File: config.mk
export PLATFORM = sky130hd
export DESIGN_NAME = can_frame_text_line_parser_unit_flat
export DESIGN_NICKNAME = d
export VERILOG_FILES = /design/src/rtl/core/cftlp_pkg.sv /design/src/rtl/core/cftlp_if.sv /design/src/rtl/core/cftlp_step.sv /design/src/rtl/core/can_frame_text_line_parser_unit.sv /design/src/flat_wrapper.sv
export SDC_FILE = /design/constraint.sdc
export NUM_CORES = 1
export LEC_CHECK = 0
export ABC_AREA = 1
export ABC_CLOCK_PERIOD_IN_PS = 9300
export BUFFER_PORTS_ARGS = -buffer_cell sky130_fd_sc_hd__buf_2
export CELL_PAD_IN_SITES_DETAIL_PLACEMENT = 1
export CELL_PAD_IN_SITES_GLOBAL_PLACEMENT = 1
export CORE_AREA = 4 4 289 291
export CTS_CLUSTER_DIAMETER = 60
export DETAILED_ROUTE_END_ITERATION = 12
export DIE_AREA = 0 0 293 295
export PLACE_DENSITY = 0.65
export REMOVE_ABC_BUFFERS = 1
export SLEW_MARGIN = 40
export SYNTH_ARGS = -nofsm -noshare
export SYNTH_HDL_FRONTEND = slang
export SYNTH_HIERARCHICAL = 1
export SYNTH_SLANG_ARGS = --single-unit
File: constraint.sdc
create_clock -name clk -period 9.3 [get_ports clk]
set_input_delay 1.86 -clock clk [delete_from_list [all_inputs] [get_ports clk]]
set_output_delay 1.86 -clock clk [all_outputs]
set_load 0.01 [all_outputs]
File: src/rtl/core/cftlp_pkg.sv
// shared types and constants for the can frame text line parser
package cftlp_pkg;

  localparam int MaxBytes = 8;
  localparam int HexCntW  = $clog2(2 * MaxBytes + 1);
  localparam int NibW     = $clog2(2 * MaxBytes);

  localparam logic [31:0] BlockedIdReset = 32'h0000_0229;
  localparam logic [7:0]  NameLimitReset = 8'd32;
  localparam logic [15:0] RepeatDefault  = 16'd1;
  localparam logic [15:0] DelayDefault   = 16'd50;
  localparam logic [15:0] NumMax         = 16'hFFFF;

  // register indexes on the write port
  localparam logic [1:0] RegBlockedId = 2'd0;
  localparam logic [1:0] RegNameLimit = 2'd1;

  typedef enum logic [2:0] {
    PH_START,
    PH_COMMENT,
    PH_NAME,
    PH_ID,
    PH_DATA,
    PH_REST,
    PH_EMPTY,
    PH_ERROR
  } phase_t;

  typedef enum logic [2:0] {
    KIND_EMPTY     = 3'd0,
    KIND_NAME      = 3'd1,
    KIND_STEP      = 3'd2,
    KIND_BLOCKED   = 3'd3,
    KIND_ERROR     = 3'd4,
    KIND_NAME_CHAR = 3'd5
  } kind_t;

  typedef struct packed {
    phase_t             phase;
    logic [31:0]        id_value;
    logic [3:0]         id_digit_count;
    logic [63:0]        data_bytes;
    logic [HexCntW-1:0] hex_digit_count;
    logic [3:0]         keyword_position;
    logic [15:0]        number_value;
    logic [15:0]        repeat_value;
    logic [15:0]        delay_value;
    logic [7:0]         name_emitted;
  } line_state_t;

  typedef struct packed {
    kind_t       kind;
    logic [7:0]  name_char;
    logic [31:0] can_id;
    logic [3:0]  byte_count;
    logic [63:0] payload;
    logic [15:0] repeat_count;
    logic [15:0] frame_delay;
  } result_t;

  localparam line_state_t LineInit = '{
    phase:            PH_START,
    id_value:         32'd0,
    id_digit_count:   4'd0,
    data_bytes:       64'd0,
    hex_digit_count:  '0,
    keyword_position: 4'd0,
    number_value:     16'd0,
    repeat_value:     RepeatDefault,
    delay_value:      DelayDefault,
    name_emitted:     8'd0
  };

endpackage

File: src/rtl/core/cftlp_if.sv
// valid/ready channel interfaces for characters in and results out
interface cftlp_char_if;
  logic       valid;
  logic       ready;
  logic [7:0] ch;
  logic       line_end;

  modport source(output valid, ch, line_end, input ready);
  modport sink(input valid, ch, line_end, output ready);
endinterface

interface cftlp_result_if;
  logic        valid;
  logic        ready;
  logic [2:0]  kind;
  logic [7:0]  name_char;
  logic [31:0] can_id;
  logic [3:0]  byte_count;
  logic [63:0] payload;
  logic [15:0] repeat_count;
  logic [15:0] frame_delay;

  modport source(output valid, kind, name_char, can_id, byte_count, payload, repeat_count,
                 frame_delay, input ready);
  modport sink(input valid, kind, name_char, can_id, byte_count, payload, repeat_count,
               frame_delay, output ready);
endinterface

File: src/rtl/core/cftlp_step.sv
// next line state and result for one character or terminator beat
module cftlp_step import cftlp_pkg::*; (
  input  line_state_t st,
  input  logic [7:0]  ch,
  input  logic        line_end,
  input  logic [31:0] blocked_id,
  input  logic [7:0]  name_limit,
  output line_state_t st_next,
  output logic        res_valid,
  output result_t     res
);

  localparam logic [7:0] ChNul   = 8'h00;
  localparam logic [7:0] ChTab   = 8'h09;
  localparam logic [7:0] ChLf    = 8'h0A;
  localparam logic [7:0] ChCr    = 8'h0D;
  localparam logic [7:0] ChSpace = 8'h20;
  localparam logic [7:0] ChHash  = 8'h23;
  localparam logic [7:0] ChZero  = 8'h30;

  // keyword tracker positions in the rest of a frame line
  localparam logic [3:0] KpIdle     = 4'd0;
  localparam logic [3:0] KpRepFirst = 4'd1;
  localparam logic [3:0] KpRepLast  = 4'd6;
  localparam logic [3:0] KpDelFirst = 4'd7;
  localparam logic [3:0] KpDelLast  = 4'd11;
  localparam logic [3:0] KpRepNum   = 4'd12;
  localparam logic [3:0] KpDelNum   = 4'd13;
  localparam logic [3:0] KpDone     = 4'd15;

  // same field during a name comment
  localparam logic [3:0] NameLead = 4'd0;
  localparam logic [3:0] NameCopy = 4'd1;
  localparam logic [3:0] NameStop = 4'd2;
  localparam logic [3:0] NameKwLast = 4'd4;

  localparam logic [HexCntW-1:0] HexCntMax = HexCntW'(2 * MaxBytes);

  function automatic logic is_blank(input logic [7:0] c);
    return c == ChSpace || c == ChTab;
  endfunction

  function automatic logic is_stop(input logic [7:0] c);
    return c == ChNul || c == ChCr || c == ChLf;
  endfunction

  function automatic logic is_digit(input logic [7:0] c);
    return c >= 8'h30 && c <= 8'h39;
  endfunction

  function automatic logic [7:0] to_lower(input logic [7:0] c);
    return (c >= 8'h41 && c <= 8'h5A) ? c + 8'h20 : c;
  endfunction

  // {valid, value}
  function automatic logic [4:0] hex_of(input logic [7:0] c);
    logic [4:0] r;
    r = 5'd0;
    if (c >= 8'h30 && c <= 8'h39) r = {1'b1, 4'(c - 8'h30)};
    else if (c >= 8'h61 && c <= 8'h66) r = {1'b1, 4'(c - 8'h57)};
    else if (c >= 8'h41 && c <= 8'h46) r = {1'b1, 4'(c - 8'h37)};
    return r;
  endfunction

  function automatic logic [7:0] name_kw(input logic [3:0] pos);
    logic [7:0] r;
    case (pos)
      4'd0:    r = 8'h6E; // n
      4'd1:    r = 8'h61; // a
      4'd2:    r = 8'h6D; // m
      4'd3:    r = 8'h65; // e
      4'd4:    r = 8'h3A; // :
      default: r = 8'hFF;
    endcase
    return r;
  endfunction

  // expected char at each position of "repeat=" then "delay="
  function automatic logic [7:0] kw_char(input logic [3:0] pos);
    logic [7:0] r;
    case (pos)
      4'd1:    r = 8'h65; // e
      4'd2:    r = 8'h70; // p
      4'd3:    r = 8'h65; // e
      4'd4:    r = 8'h61; // a
      4'd5:    r = 8'h74; // t
      4'd6:    r = 8'h3D; // =
      4'd7:    r = 8'h65; // e
      4'd8:    r = 8'h6C; // l
      4'd9:    r = 8'h61; // a
      4'd10:   r = 8'h79; // y
      4'd11:   r = 8'h3D; // =
      default: r = 8'hFF;
    endcase
    return r;
  endfunction

  function automatic logic [3:0] kw_restart(input logic [7:0] lc);
    return (lc == 8'h72) ? KpRepFirst : ((lc == 8'h64) ? KpDelFirst : KpIdle);
  endfunction

  function automatic line_state_t commit_num(input line_state_t s);
    line_state_t r;
    r = s;
    if (s.keyword_position == KpRepNum) begin
      r.repeat_value = (s.number_value == 16'd0) ? RepeatDefault : s.number_value;
    end else if (s.keyword_position == KpDelNum) begin
      r.delay_value = s.number_value;
    end
    return r;
  endfunction

  function automatic line_state_t rest_char(input line_state_t s, input logic [7:0] c);
    line_state_t r;
    logic [7:0]  lc;
    logic [19:0] acc;
    logic [3:0]  kp;
    logic        in_num;
    r      = s;
    lc     = to_lower(c);
    acc    = 20'(s.number_value) * 20'd10 + 20'(c - ChZero);
    kp     = s.keyword_position;
    in_num = (kp == KpRepNum) || (kp == KpDelNum);
    if (kp != KpDone) begin
      if (c == ChNul) begin
        r = commit_num(s);
        r.keyword_position = KpDone;
      end else if (in_num && is_digit(c)) begin
        r.number_value = (acc > 20'(NumMax)) ? NumMax : acc[15:0];
      end else begin
        if (in_num) begin
          r  = commit_num(s);
          kp = KpIdle;
        end
        if (kp >= KpRepFirst && kp <= KpDelLast && lc == kw_char(kp)) begin
          if (kp == KpRepLast) begin
            r.keyword_position = KpRepNum;
            r.number_value     = 16'd0;
          end else if (kp == KpDelLast) begin
            r.keyword_position = KpDelNum;
            r.number_value     = 16'd0;
          end else begin
            r.keyword_position = kp + 4'd1;
          end
        end else begin
          r.keyword_position = kw_restart(lc);
        end
      end
    end
    return r;
  endfunction

  always_comb begin
    logic [4:0]      hx;
    logic [7:0]      lc;
    logic [NibW-1:0] nib;
    logic            frame_ok;
    line_state_t     fin;
    line_state_t     tmp;

    st_next   = st;
    res_valid = 1'b0;
    res       = '0;
    hx        = hex_of(ch);
    lc        = to_lower(ch);
    nib       = NibW'({st.hex_digit_count[HexCntW-1:1], ~st.hex_digit_count[0]});
    fin       = commit_num(st);
    tmp       = st;
    frame_ok  = 1'b0;

    if (line_end) begin
      st_next   = LineInit;
      res_valid = 1'b1;
      res.kind  = KIND_ERROR;
      unique case (st.phase)
        PH_START, PH_COMMENT, PH_EMPTY: res.kind = KIND_EMPTY;
        PH_NAME:                        res.kind = KIND_NAME;
        PH_DATA:                        frame_ok = ~st.hex_digit_count[0];
        PH_REST:                        frame_ok = 1'b1;
        PH_ID, PH_ERROR:                res.kind = KIND_ERROR;
      endcase
      if (frame_ok) begin
        res.kind         = (fin.id_value == blocked_id) ? KIND_BLOCKED : KIND_STEP;
        res.can_id       = fin.id_value;
        res.byte_count   = 4'(st.hex_digit_count >> 1);
        res.payload      = fin.data_bytes;
        res.repeat_count = fin.repeat_value;
        res.frame_delay  = fin.delay_value;
      end
    end else begin
      unique case (st.phase)
        PH_START: begin
          if (is_blank(ch)) begin
            st_next.phase = PH_START;
          end else if (is_stop(ch)) begin
            st_next.phase = PH_EMPTY;
          end else if (ch == ChHash) begin
            st_next.phase            = PH_COMMENT;
            st_next.keyword_position = NameLead;
          end else begin
            st_next.phase = PH_ID;
            if (hx[4]) begin
              st_next.id_value       = 32'(hx[3:0]);
              st_next.id_digit_count = 4'd1;
            end
          end
        end
        PH_COMMENT: begin
          if (!(st.keyword_position == NameLead && is_blank(ch))) begin
            if (st.keyword_position <= NameKwLast && lc == name_kw(st.keyword_position)) begin
              if (st.keyword_position == NameKwLast) begin
                st_next.phase            = PH_NAME;
                st_next.keyword_position = NameLead;
              end else begin
                st_next.keyword_position = st.keyword_position + 4'd1;
              end
            end else begin
              st_next.phase = PH_EMPTY;
            end
          end
        end
        PH_NAME: begin
          if (st.keyword_position < NameStop) begin
            if (is_stop(ch)) begin
              st_next.keyword_position = NameStop;
            end else if (!(st.keyword_position == NameLead && is_blank(ch))) begin
              st_next.keyword_position = NameCopy;
              // keep room for the terminating nul of the name buffer
              if (name_limit != 8'd0 &&
                  ({1'b0, st.name_emitted} + 9'd1) < {1'b0, name_limit}) begin
                st_next.name_emitted = st.name_emitted + 8'd1;
                res_valid            = 1'b1;
                res.kind             = KIND_NAME_CHAR;
                res.name_char        = ch;
              end
            end
          end
        end
        PH_ID: begin
          if (ch == ChHash) begin
            if (st.id_digit_count == 4'd0 || st.id_digit_count > 4'd8) begin
              st_next.phase = PH_ERROR;
            end else begin
              st_next.phase           = PH_DATA;
              st_next.hex_digit_count = '0;
              st_next.data_bytes      = 64'd0;
            end
          end else if (ch == ChNul) begin
            st_next.phase = PH_ERROR;
          end else if (hx[4]) begin
            st_next.id_value = {st.id_value[27:0], hx[3:0]};
            if (st.id_digit_count < 4'd9) begin
              st_next.id_digit_count = st.id_digit_count + 4'd1;
            end
          end else begin
            // a non-hex char restarts the id run
            st_next.id_value       = 32'd0;
            st_next.id_digit_count = 4'd0;
          end
        end
        PH_DATA: begin
          if (hx[4]) begin
            if (st.hex_digit_count >= HexCntMax) begin
              st_next.phase = PH_ERROR;
            end else begin
              for (int k = 0; k < 2 * MaxBytes; k++) begin
                if (nib == NibW'(k)) begin
                  st_next.data_bytes[4*k +: 4] = st.data_bytes[4*k +: 4] | hx[3:0];
                end
              end
              st_next.hex_digit_count = st.hex_digit_count + HexCntW'(1);
            end
          end else if (st.hex_digit_count[0]) begin
            st_next.phase = PH_ERROR;
          end else begin
            tmp.phase            = PH_REST;
            tmp.keyword_position = KpIdle;
            st_next              = rest_char(tmp, ch);
          end
        end
        PH_REST: begin
          st_next = rest_char(st, ch);
        end
        PH_EMPTY, PH_ERROR: begin
          st_next = st;
        end
      endcase
    end
  end

endmodule

File: src/rtl/core/can_frame_text_line_parser_unit.sv
// can frame text line parser: one character beat in, at most one result beat out
//
//  channel     dir  handshake      payload
//  line_in     in   valid/ready    ch, line_end
//  result_out  out  valid/ready    kind, name_char, can_id, byte_count, payload,
//                                  repeat_count, frame_delay
//  wr_*        in   wr_en          wr_index, wr_data
//
// one beat per cycle unless stalled: the line state register updates in the cycle a
// beat is taken and its result lands in the output register on the same edge.
// the output register is the only stall point: line_in is ready whenever that register
// is empty or being drained in the same cycle.
// synchronous reset loads blocked_id 0x229, name_limit 32 and an empty line state.
module can_frame_text_line_parser_unit import cftlp_pkg::*; (
  input  logic                  clk,
  input  logic                  rst,
  cftlp_char_if.sink            line_in,
  cftlp_result_if.source        result_out,
  input  logic                  wr_en,
  input  logic [1:0]            wr_index,
  input  logic [31:0]           wr_data
);

  logic [31:0] blocked_id;
  logic [7:0]  name_limit;
  line_state_t st;
  line_state_t st_next;
  logic        step_valid;
  result_t     step_res;
  logic        res_valid;
  result_t     res;
  logic        accept;

  assign line_in.ready = ~res_valid | result_out.ready;
  assign accept        = line_in.valid & line_in.ready;

  cftlp_step u_step (
    .st         (st),
    .ch         (line_in.ch),
    .line_end   (line_in.line_end),
    .blocked_id (blocked_id),
    .name_limit (name_limit),
    .st_next    (st_next),
    .res_valid  (step_valid),
    .res        (step_res)
  );

  always_ff @(posedge clk) begin
    if (rst) begin
      blocked_id <= BlockedIdReset;
      name_limit <= NameLimitReset;
    end else if (wr_en) begin
      unique case (wr_index)
        RegBlockedId: blocked_id <= wr_data;
        RegNameLimit: name_limit <= wr_data[7:0];
        default: ;
      endcase
    end
  end

  always_ff @(posedge clk) begin
    if (rst) begin
      st <= LineInit;
    end else if (accept) begin
      st <= st_next;
    end
  end

  always_ff @(posedge clk) begin
    if (rst) begin
      res_valid <= 1'b0;
    end else if (accept && step_valid) begin
      res_valid <= 1'b1;
    end else if (result_out.ready) begin
      res_valid <= 1'b0;
    end
  end

  always_ff @(posedge clk) begin
    if (accept && step_valid) begin
      res <= step_res;
    end
  end

  assign result_out.valid        = res_valid;
  assign result_out.kind         = res.kind;
  assign result_out.name_char    = res.name_char;
  assign result_out.can_id       = res.can_id;
  assign result_out.byte_count   = res.byte_count;
  assign result_out.payload      = res.payload;
  assign result_out.repeat_count = res.repeat_count;
  assign result_out.frame_delay  = res.frame_delay;

endmodule

File: src/flat_wrapper.sv
// flat-port wrapper written by rule: the top's interface ports become plain ports
module can_frame_text_line_parser_unit_flat import cftlp_pkg::*;
  (clk, rst, wr_en, wr_index, wr_data, line_in_valid, line_in_ch, line_in_line_end, line_in_ready, result_out_valid, result_out_kind, result_out_name_char, result_out_can_id, result_out_byte_count, result_out_payload, result_out_repeat_count, result_out_frame_delay, result_out_ready);
  cftlp_char_if line_in_i ();
  cftlp_result_if result_out_i ();
  input  logic clk;
  input  logic rst;
  input  logic wr_en;
  input  logic [1:0] wr_index;
  input  logic [31:0] wr_data;
  input wire logic [$bits(line_in_i.valid)-1:0] line_in_valid;
  input wire logic [$bits(line_in_i.ch)-1:0] line_in_ch;
  input wire logic [$bits(line_in_i.line_end)-1:0] line_in_line_end;
  output wire logic [$bits(line_in_i.ready)-1:0] line_in_ready;
  output wire logic [$bits(result_out_i.valid)-1:0] result_out_valid;
  output wire logic [$bits(result_out_i.kind)-1:0] result_out_kind;
  output wire logic [$bits(result_out_i.name_char)-1:0] result_out_name_char;
  output wire logic [$bits(result_out_i.can_id)-1:0] result_out_can_id;
  output wire logic [$bits(result_out_i.byte_count)-1:0] result_out_byte_count;
  output wire logic [$bits(result_out_i.payload)-1:0] result_out_payload;
  output wire logic [$bits(result_out_i.repeat_count)-1:0] result_out_repeat_count;
  output wire logic [$bits(result_out_i.frame_delay)-1:0] result_out_frame_delay;
  input wire logic [$bits(result_out_i.ready)-1:0] result_out_ready;
  assign line_in_i.valid = line_in_valid;
  assign line_in_i.ch = line_in_ch;
  assign line_in_i.line_end = line_in_line_end;
  assign line_in_ready = line_in_i.ready;
  assign result_out_valid = result_out_i.valid;
  assign result_out_kind = result_out_i.kind;
  assign result_out_name_char = result_out_i.name_char;
  assign result_out_can_id = result_out_i.can_id;
  assign result_out_byte_count = result_out_i.byte_count;
  assign result_out_payload = result_out_i.payload;
  assign result_out_repeat_count = result_out_i.repeat_count;
  assign result_out_frame_delay = result_out_i.frame_delay;
  assign result_out_i.ready = result_out_ready;
  can_frame_text_line_parser_unit u_core (.clk(clk), .rst(rst), .line_in(line_in_i), .result_out(result_out_i), .wr_en(wr_en), .wr_index(wr_index), .wr_data(wr_data));
endmodule
; ---- Yosys cells after proc, flatten, opt, wreduce, memory -nomap -nowiden
; Memories as Yosys holds them, arrays and structs flattened.
; Index checks and enable logic that the tools add are counted.
[classes]
n_reduce_logical = 65
multipliers = 1
add_sub_neg = 12
eq_ne = 87
magnitude_cmp = 16
n_bitwise = 23
mux = 119
[ops]
columns = cell, n
row1 = two-way mux 168 bit, 3
row2 = two-way mux 69 bit, 4
row3 = two-way mux 36 bit, 7
row4 = one-hot mux 69 bit (3 select lines), 1
row5 = two-way mux 4 bit, 36
row6 = one-hot mux 36 bit (4 select lines), 1
row7 = AND reduction 8 bit, 17
row8 = two-way mux 16 bit, 8
row9 = two-way mux 8 bit, 13
row10 = "inequality test 3 bit, second input constant", 34
row11 = one-hot mux 48 bit (2 select lines), 1
row12 = two-way mux 40 bit, 2
row13 = bitwise OR 4 bit, 16
row14 = two-way mux 61 bit, 1
row15 = two-way mux 60 bit, 1
row16 = two-way mux 11 bit, 5
row17 = "equality test 4 bit, second input constant", 11
row18 = one-hot mux 8 bit (5 select lines), 1
row19 = two-way mux 3 bit, 13
row20 = equality test 32 bit, 1
row21 = "inequality test 4 bit, second input constant", 8
row22 = "equality test 4 x 3 -> 1 bit, second input constant", 6
row23 = "equality test 8 x 4 -> 1 bit, second input constant", 3
row24 = "<= comparator 8 x 7 -> 1 bit, second input constant", 3
row25 = 65 further kinds, 127
[word_totals]
word_cells = 360
out_inout_bits = 145
romBits = 112
regBits = 352
n_memories = 1
input_bits = 48
[mem_list]
columns = memory, depth, width, read_ports, rd_ports_with_merged_regs, write_ports, line_no
row1 = (name not given), 16, 7, 1, 0, 0, cftlp_step.sv:81  ; case (pos)

; ---- Logic depth before layout (Yosys ltp)
; An unclocked memory read counts as a cell.
[logic_depth]
ltp_word = 22
ltp_mapped = 36

; ---- Modules after synthesis
; Netlist, hierarchy kept.
[by_module_without_submodules]
columns = mod, area_each_um2, cells_per_inst, n_inst, seq_area_each_um2
row1 = can_frame_text_line_parser_unit, 13504.2, 1499, 1, 8478.1
row2 = cftlp_step, 9829.4, 1862, 1, 0.0

; ---- Least setup slack after synthesis
; Ideal clock, no wire load.
[synth_path]
path_kind = input to register
startpoint = input line_in_ch[0]
endpoint = register u_core.res, in the netlist u_core/result_out.byte_count[0], enable pin
t_arrival_ns = 9.421
setup_ns = 0.647
stages = 13
path_buffers = 0
slack_ns = -0.768
cell_sequence = clkinv_1 ha_1 inv_1 nor2_4 inv_1 nand3_1 nand2_1 inv_1 nor4b_1 nand2_1 nand2_1 inv_1 nor2_1
[synth_between]
elab_chain_len = 9
elab_cells_between_ends = 15
classes_between = 4 x eq/ne / 5 x mux / 6 x reduce/logical
[synth_rtl]
columns = element, line_no
row1 = from (decl), flat_wrapper.sv:12  ; input wire logic [$bits(line_in_i.ch)-1:0] line_in_ch;
row2 = equality test 8 x 6 -> 1 bit / equality test 8 x 4 -> 1 bit (equally long branches), cftlp_step.sv:40  ; return c == ChSpace || c == ChTab;
row3 = logical OR 1 bit, cftlp_step.sv:40
row4 = logical AND 1 bit, cftlp_step.sv:226  ; end else if (!(st.keyword_position == NameLead && is_blank(ch))) begin
row5 = two-way mux 1 bit, cftlp_step.sv:226
row6 = two-way mux 1 bit *, cftlp_step.sv:224  ; if (is_stop(ch)) begin
row7 = two-way mux 1 bit *, cftlp_step.sv:223  ; if (st.keyword_position < NameStop) begin
row8 = two-way mux 1 bit *, cftlp_step.sv:191  ; unique case (st.phase)
row9 = two-way mux 1 bit *, cftlp_step.sv:171  ; if (line_end) begin
row10 = named net u_core.step_valid, can_frame_text_line_parser_unit.sv:28  ; logic step_valid;
row11 = logical AND 1 bit *, can_frame_text_line_parser_unit.sv:80  ; if (accept && step_valid) begin
row12 = to (signal assigned), can_frame_text_line_parser_unit.sv:81  ; res <= step_res;
row13 = to (decl), can_frame_text_line_parser_unit.sv:31  ; result_t res;
; Mark *: on every way through the listed nets, which the timed path passes. The rest lies on a longest branch.
; A chain may end at the register's enable or synchronous reset.

==> report_table.html <==
<table>
<tr><th>Metric</th><th>Value</th></tr>
<tr><th colspan="2">Status</th></tr>
<tr><td>Result of the run</td><td>completed</td></tr>
<tr><th colspan="2">STA</th></tr>
<tr><td>Share of the cycle needed by the critical path after routing</td><td>55.93%</td></tr>
<tr><td>Number of max-slew violations in the final report</td><td>0</td></tr>
<tr><td>Tmin final</td><td>5202 ps</td></tr>
<tr><td>Setup repair after global routing missed its margin</td><td>no</td></tr>
<tr><td>Final worst setup slack</td><td>4098 ps</td></tr>
<tr><td>Total of endpoints with negative setup slack in the final report</td><td>0</td></tr>
<tr><td>Transition time of the tightest slew-check pin</td><td>837.6 ps</td></tr>
<tr><td>Maximum clock rate</td><td>0.1922 GHz</td></tr>
<tr><td>Worst hold margin</td><td>478.0 ps</td></tr>
<tr><td>Final setup skew</td><td>34.48 ps</td></tr>
<tr><td>Number of failing hold endpoints at the final stage</td><td>0</td></tr>
<tr><td>Fin Setup TNS</td><td>0 ps</td></tr>
<tr><td>Worst-case headroom to the max-slew limit</td><td>44.10%</td></tr>
<tr><th colspan="2">Layout</th></tr>
<tr><td>Ratio of cells with drive above 1 in the final layout</td><td>11.26%</td></tr>
<tr><td>Cell area after layout</td><td>0.02640 mm2</td></tr>
<tr><td>Total Nets Final</td><td>3,535</td></tr>
<tr><td>Area growth syn-to-layout</td><td>13.14%</td></tr>
<tr><td>Commonest cells after routing, fill and taps aside</td><td>nor2_1 (546), nand2_1 (534), inv_1 (447)</td></tr>
<tr><td>Leading cell type in the layout, fill and taps excluded</td><td>nor2_1</td></tr>
<tr><th colspan="2">Synth</th></tr>
<tr><td>Sequential fraction of the synthesis area</td><td>36.33%</td></tr>
<tr><td>Most used DFF post-synth</td><td>dfxtp_1</td></tr>
<tr><td>Number of distinct library cells after synthesis</td><td>56</td></tr>
<tr><td>Flop and latch count out of synthesis</td><td>352</td></tr>
<tr><td>Combinational family with the most area after synthesis</td><td>simple AND/OR/NAND/NOR gates</td></tr>
<tr><td>Average size of a mapped cell</td><td>6.942 um2</td></tr>
<tr><td>YS warnings</td><td>6</td></tr>
<tr><td>Top cells by area, synth</td><td>edfxtp_1 (18%), dfxtp_1 (18%), nor2_1 (8.8%), nand2_1 (8.6%), a21oi_1 (7.6%)</td></tr>
<tr><td>Post-synthesis share of cell area spent on full adders, half adders and majority gates</td><td>4.300%</td></tr>
<tr><td>Xor/xnor share of the synthesized area</td><td>1.764%</td></tr>
<tr><td>Post-synthesis share of cell area spent on and, or, nand and nor gates</td><td>27.79%</td></tr>
<tr><td>Post-synthesis cell type with the largest combined area</td><td>edfxtp_1</td></tr>
<tr><td>Post-synth EDFFs</td><td>143</td></tr>
<tr><td>Area share of the largest cell type after synthesis</td><td>18.40%</td></tr>
<tr><td>Post-Synthesis Cells</td><td>3,361</td></tr>
<tr><td>Post-synthesis async set-or-reset flop share</td><td>0%</td></tr>
<tr><td>Compound-gate portion of the synthesized area</td><td>16.85%</td></tr>
<tr><td>Portion of netlist area occupied by mux cells</td><td>0.5148%</td></tr>
<tr><td>Post-Synthesis Cell Area</td><td>0.02333 mm2</td></tr>
<tr><th colspan="2">Worst setup path</th></tr>
<tr><td>Top cell family by delay on the critical path</td><td>simple AND/OR/NAND/NOR gates</td></tr>
<tr><td>Type of the worst setup path</td><td>flop to flop</td></tr>
<tr><td>Critical Path RT</td><td>9780 ps</td></tr>
<tr><td>Buffers plus inverters on the worst setup path</td><td>2</td></tr>
<tr><td>Startpoint Class</td><td>flop</td></tr>
<tr><td>Delay of the slowest cell on the worst path</td><td>550 ps</td></tr>
<tr><td>Crit path max-delay cell type</td><td>and2_1</td></tr>
<tr><td>Most used cell, CP</td><td>nand2_1</td></tr>
<tr><td>Highest fanout seen on the critical path</td><td>16</td></tr>
<tr><td>Endpoint kind of the worst setup timing path</td><td>flop</td></tr>
<tr><td>Length in cells of the worst reg-to-reg path</td><td>33</td></tr>
<tr><td>Worst EP arrival</td><td>5680 ps</td></tr>
<tr><td>Stages on worst setup path</td><td>33</td></tr>
<tr><th colspan="2">CTS</th></tr>
<tr><td>Max clock buf depth</td><td>3</td></tr>
<tr><td>Clock-pin slew on the worst setup and hold paths</td><td>60 ps</td></tr>
<tr><td>Later-pin clock latency in the skew report</td><td>610 ps</td></tr>
<tr><td>CTS tree</td><td>built</td></tr>
<tr><td>Post_cts resized</td><td>0</td></tr>
<tr><td>Number of buffers inserted to repair setup after CTS</td><td>0</td></tr>
<tr><td>Hold_buf cts</td><td>0</td></tr>
<tr><td>Root buffer cell</td><td>clkbuf_16</td></tr>
<tr><td>Clk sink count</td><td>352</td></tr>
<tr><td>Number of buffers created by CTS</td><td>46</td></tr>
<tr><td>Count of H-tree levels built during CTS</td><td>2</td></tr>
<tr><th colspan="2">Die</th></tr>
<tr><td>Boundary pin count</td><td>193</td></tr>
<tr><td>Starting density of the core</td><td>28.97%</td></tr>
<tr><td>Die boundary height</td><td>295 um</td></tr>
<tr><td>Die width</td><td>293 um</td></tr>
<tr><td>Die outline area</td><td>0.08644 mm2</td></tr>
<tr><td>CORE AREA</td><td>0.08055 mm2</td></tr>
<tr><td>Num rows</td><td>104</td></tr>
<tr><th colspan="2">Detailed routing</th></tr>
<tr><td>Antenna Violating Nets Remaining</td><td>0</td></tr>
<tr><td>Drt total wl</td><td>77,860 um</td></tr>
<tr><td>Post-route DRC</td><td>0</td></tr>
<tr><td>Routed wire length per instance</td><td>17.28 um</td></tr>
<tr><td>Count of routing violations after the opening detailed-route iteration</td><td>1,457</td></tr>
<tr><td>Routed vias</td><td>22,460</td></tr>
<tr><td>First drt pass iteration count</td><td>7</td></tr>
<tr><td>Post-DR vias/cell</td><td>4.984</td></tr>
<tr><th colspan="2">Global route</th></tr>
<tr><td>Largest net degree at the start of global routing</td><td>178</td></tr>
<tr><td>First-pass GRT wire length</td><td>124,200 um</td></tr>
<tr><td>Via count of the first global-routing pass</td><td>22,120</td></tr>
<tr><td>Aggregate global routing overflow</td><td>0</td></tr>
<tr><td>Global-route total usage across every layer</td><td>17.52%</td></tr>
<tr><td>Antenna violations before repair</td><td>0</td></tr>
<tr><th colspan="2">Place</th></tr>
<tr><td>Pre-CTS setup slack</td><td>3591 ps</td></tr>
<tr><td>Weighted congestion reported at the end of routability-driven placement</td><td>0.8276</td></tr>
<tr><td>Count of input and output buffers</td><td>192</td></tr>
<tr><td>Final HPWL from detailed placement</td><td>51,120 um</td></tr>
<tr><td>Standard cell area after detailed placement</td><td>0.02479 mm2</td></tr>
<tr><th colspan="2">Power</th></tr>
<tr><td>VDD IR max</td><td>147.0 uV</td></tr>
<tr><td>Static Leakage</td><td>11.32 nW</td></tr>
<tr><td>Cell area power density</td><td>174.9 mW/mm2</td></tr>
<tr><th colspan="2">Min path</th></tr>
<tr><td>Number of cells on the worst hold path</td><td>2</td></tr>
<tr><td>Worst min path class</td><td>flop to flop</td></tr>
<tr><th colspan="2">Run</th></tr>
<tr><td>Max-capacitance violation count</td><td>0</td></tr>
</table>
==> path summary, 6_finish.rpt <==
kind / start / endpoint / slack (ps)
max: u_core/st[43] / u_core/st[50] / 4100
min: u_core/blocked_id[3] / u_core/blocked_id[3] / 480
max reg2reg: u_core/st[43] / u_core/st[50] / 4100
min reg2reg: u_core/blocked_id[3] / u_core/blocked_id[3] / 480
==> kinds of logic (layout without fill, tap and decap cells) <==
kind of cell               after synthesis  count (layout)
other                                    0               1
and+or+nand+nor                       1522            1522
muxes                                   12              12
adders and majority gates               79              79
DFF                                    352             352
AOI/OAI and AO/OA                      663             663
buffers and inverters                  686             770
xor gates and xnor gates                47              47
==> per-stage QoR <==
stage | power, mW | instances | util, %
finish | 4.617 | 4506 | 32.77
global route | 4.902 | 4505 | 32.77
CTS | 4.692 | 4504 | 32.71
detailed placement | 2.812 | 4419 | 30.77
global placement | 2.796 | 4417 | 30.69
floorplan | 2.490 | 3144 | -
==> worst reg2reg max path: cells and delay by family (launching register included) <==
kind / cells / cell delay [ps]
AND/OR/NAND/NOR: 23 / 2700
adder cells (fa/ha/maj): 4 / 1320
flip-flops: 1 / 500
AO/OA/AOI/OAI: 3 / 320
XOR/XNOR: 1 / 150
buffers and inverters: 2 / 130
==> synthesized netlist by cell type (all sizes together) (27+ instances only) <==
master,count
dfxtp,209
ha,77
a21oi,358
nand2,552
inv,467
nor2,564
nand4,39
o221ai,50
edfxtp,143
nand3,323
a221oi,45
xor2,27
o21ai,159
clkbuf,88
buf,129
==> registers in the layout, indices dropped and copies added, names as in the netlist, 3 cells and up <==
signal / cells
u_core/blocked_id: 32
u_core/result_out.repeat_count: 16
u_core/result_out.can_id: 32
u_core/result_out.frame_delay: 16
u_core/result_out.byte_count: 4
u_core/result_out.payload: 64
u_core/result_out.name_char: 8
u_core/result_out.kind: 3
u_core/name_limit: 8
u_core/st: 168
==> power breakdown <==
part / total (mW) / internal, mW / switching (mW) / leakage [nW]
registers: 1.79 / 1.71 / 0.0788 / 3.12
logic: 0.994 / 0.315 / 0.678 / 7.45
clock network: 1.84 / 1.09 / 0.749 / 0.756
==> area by class of cell <==
cell class                      instances  area (um2)
Multi-Input combinational cell       2323       12010
Clock inverter                         23       327.8
Inverter                              469        1774
Timing Repair Buffer                  216        1244
Tap cell                             1060        1326
Antenna cell                            1       2.502
Clock buffer                           62        1231
Fill cell                           10130       54150
Sequential cell                       352        8479
==> routing by layer <==
metal / wire length [um] / GRT usage (%)
met1: 38070 / 24.83
met2: 36000 / 28.77
met3: 2553 / 2.156
met4: 1239 / 3.658
met5: 0 / 0
(Power assumes the default switching activity.)
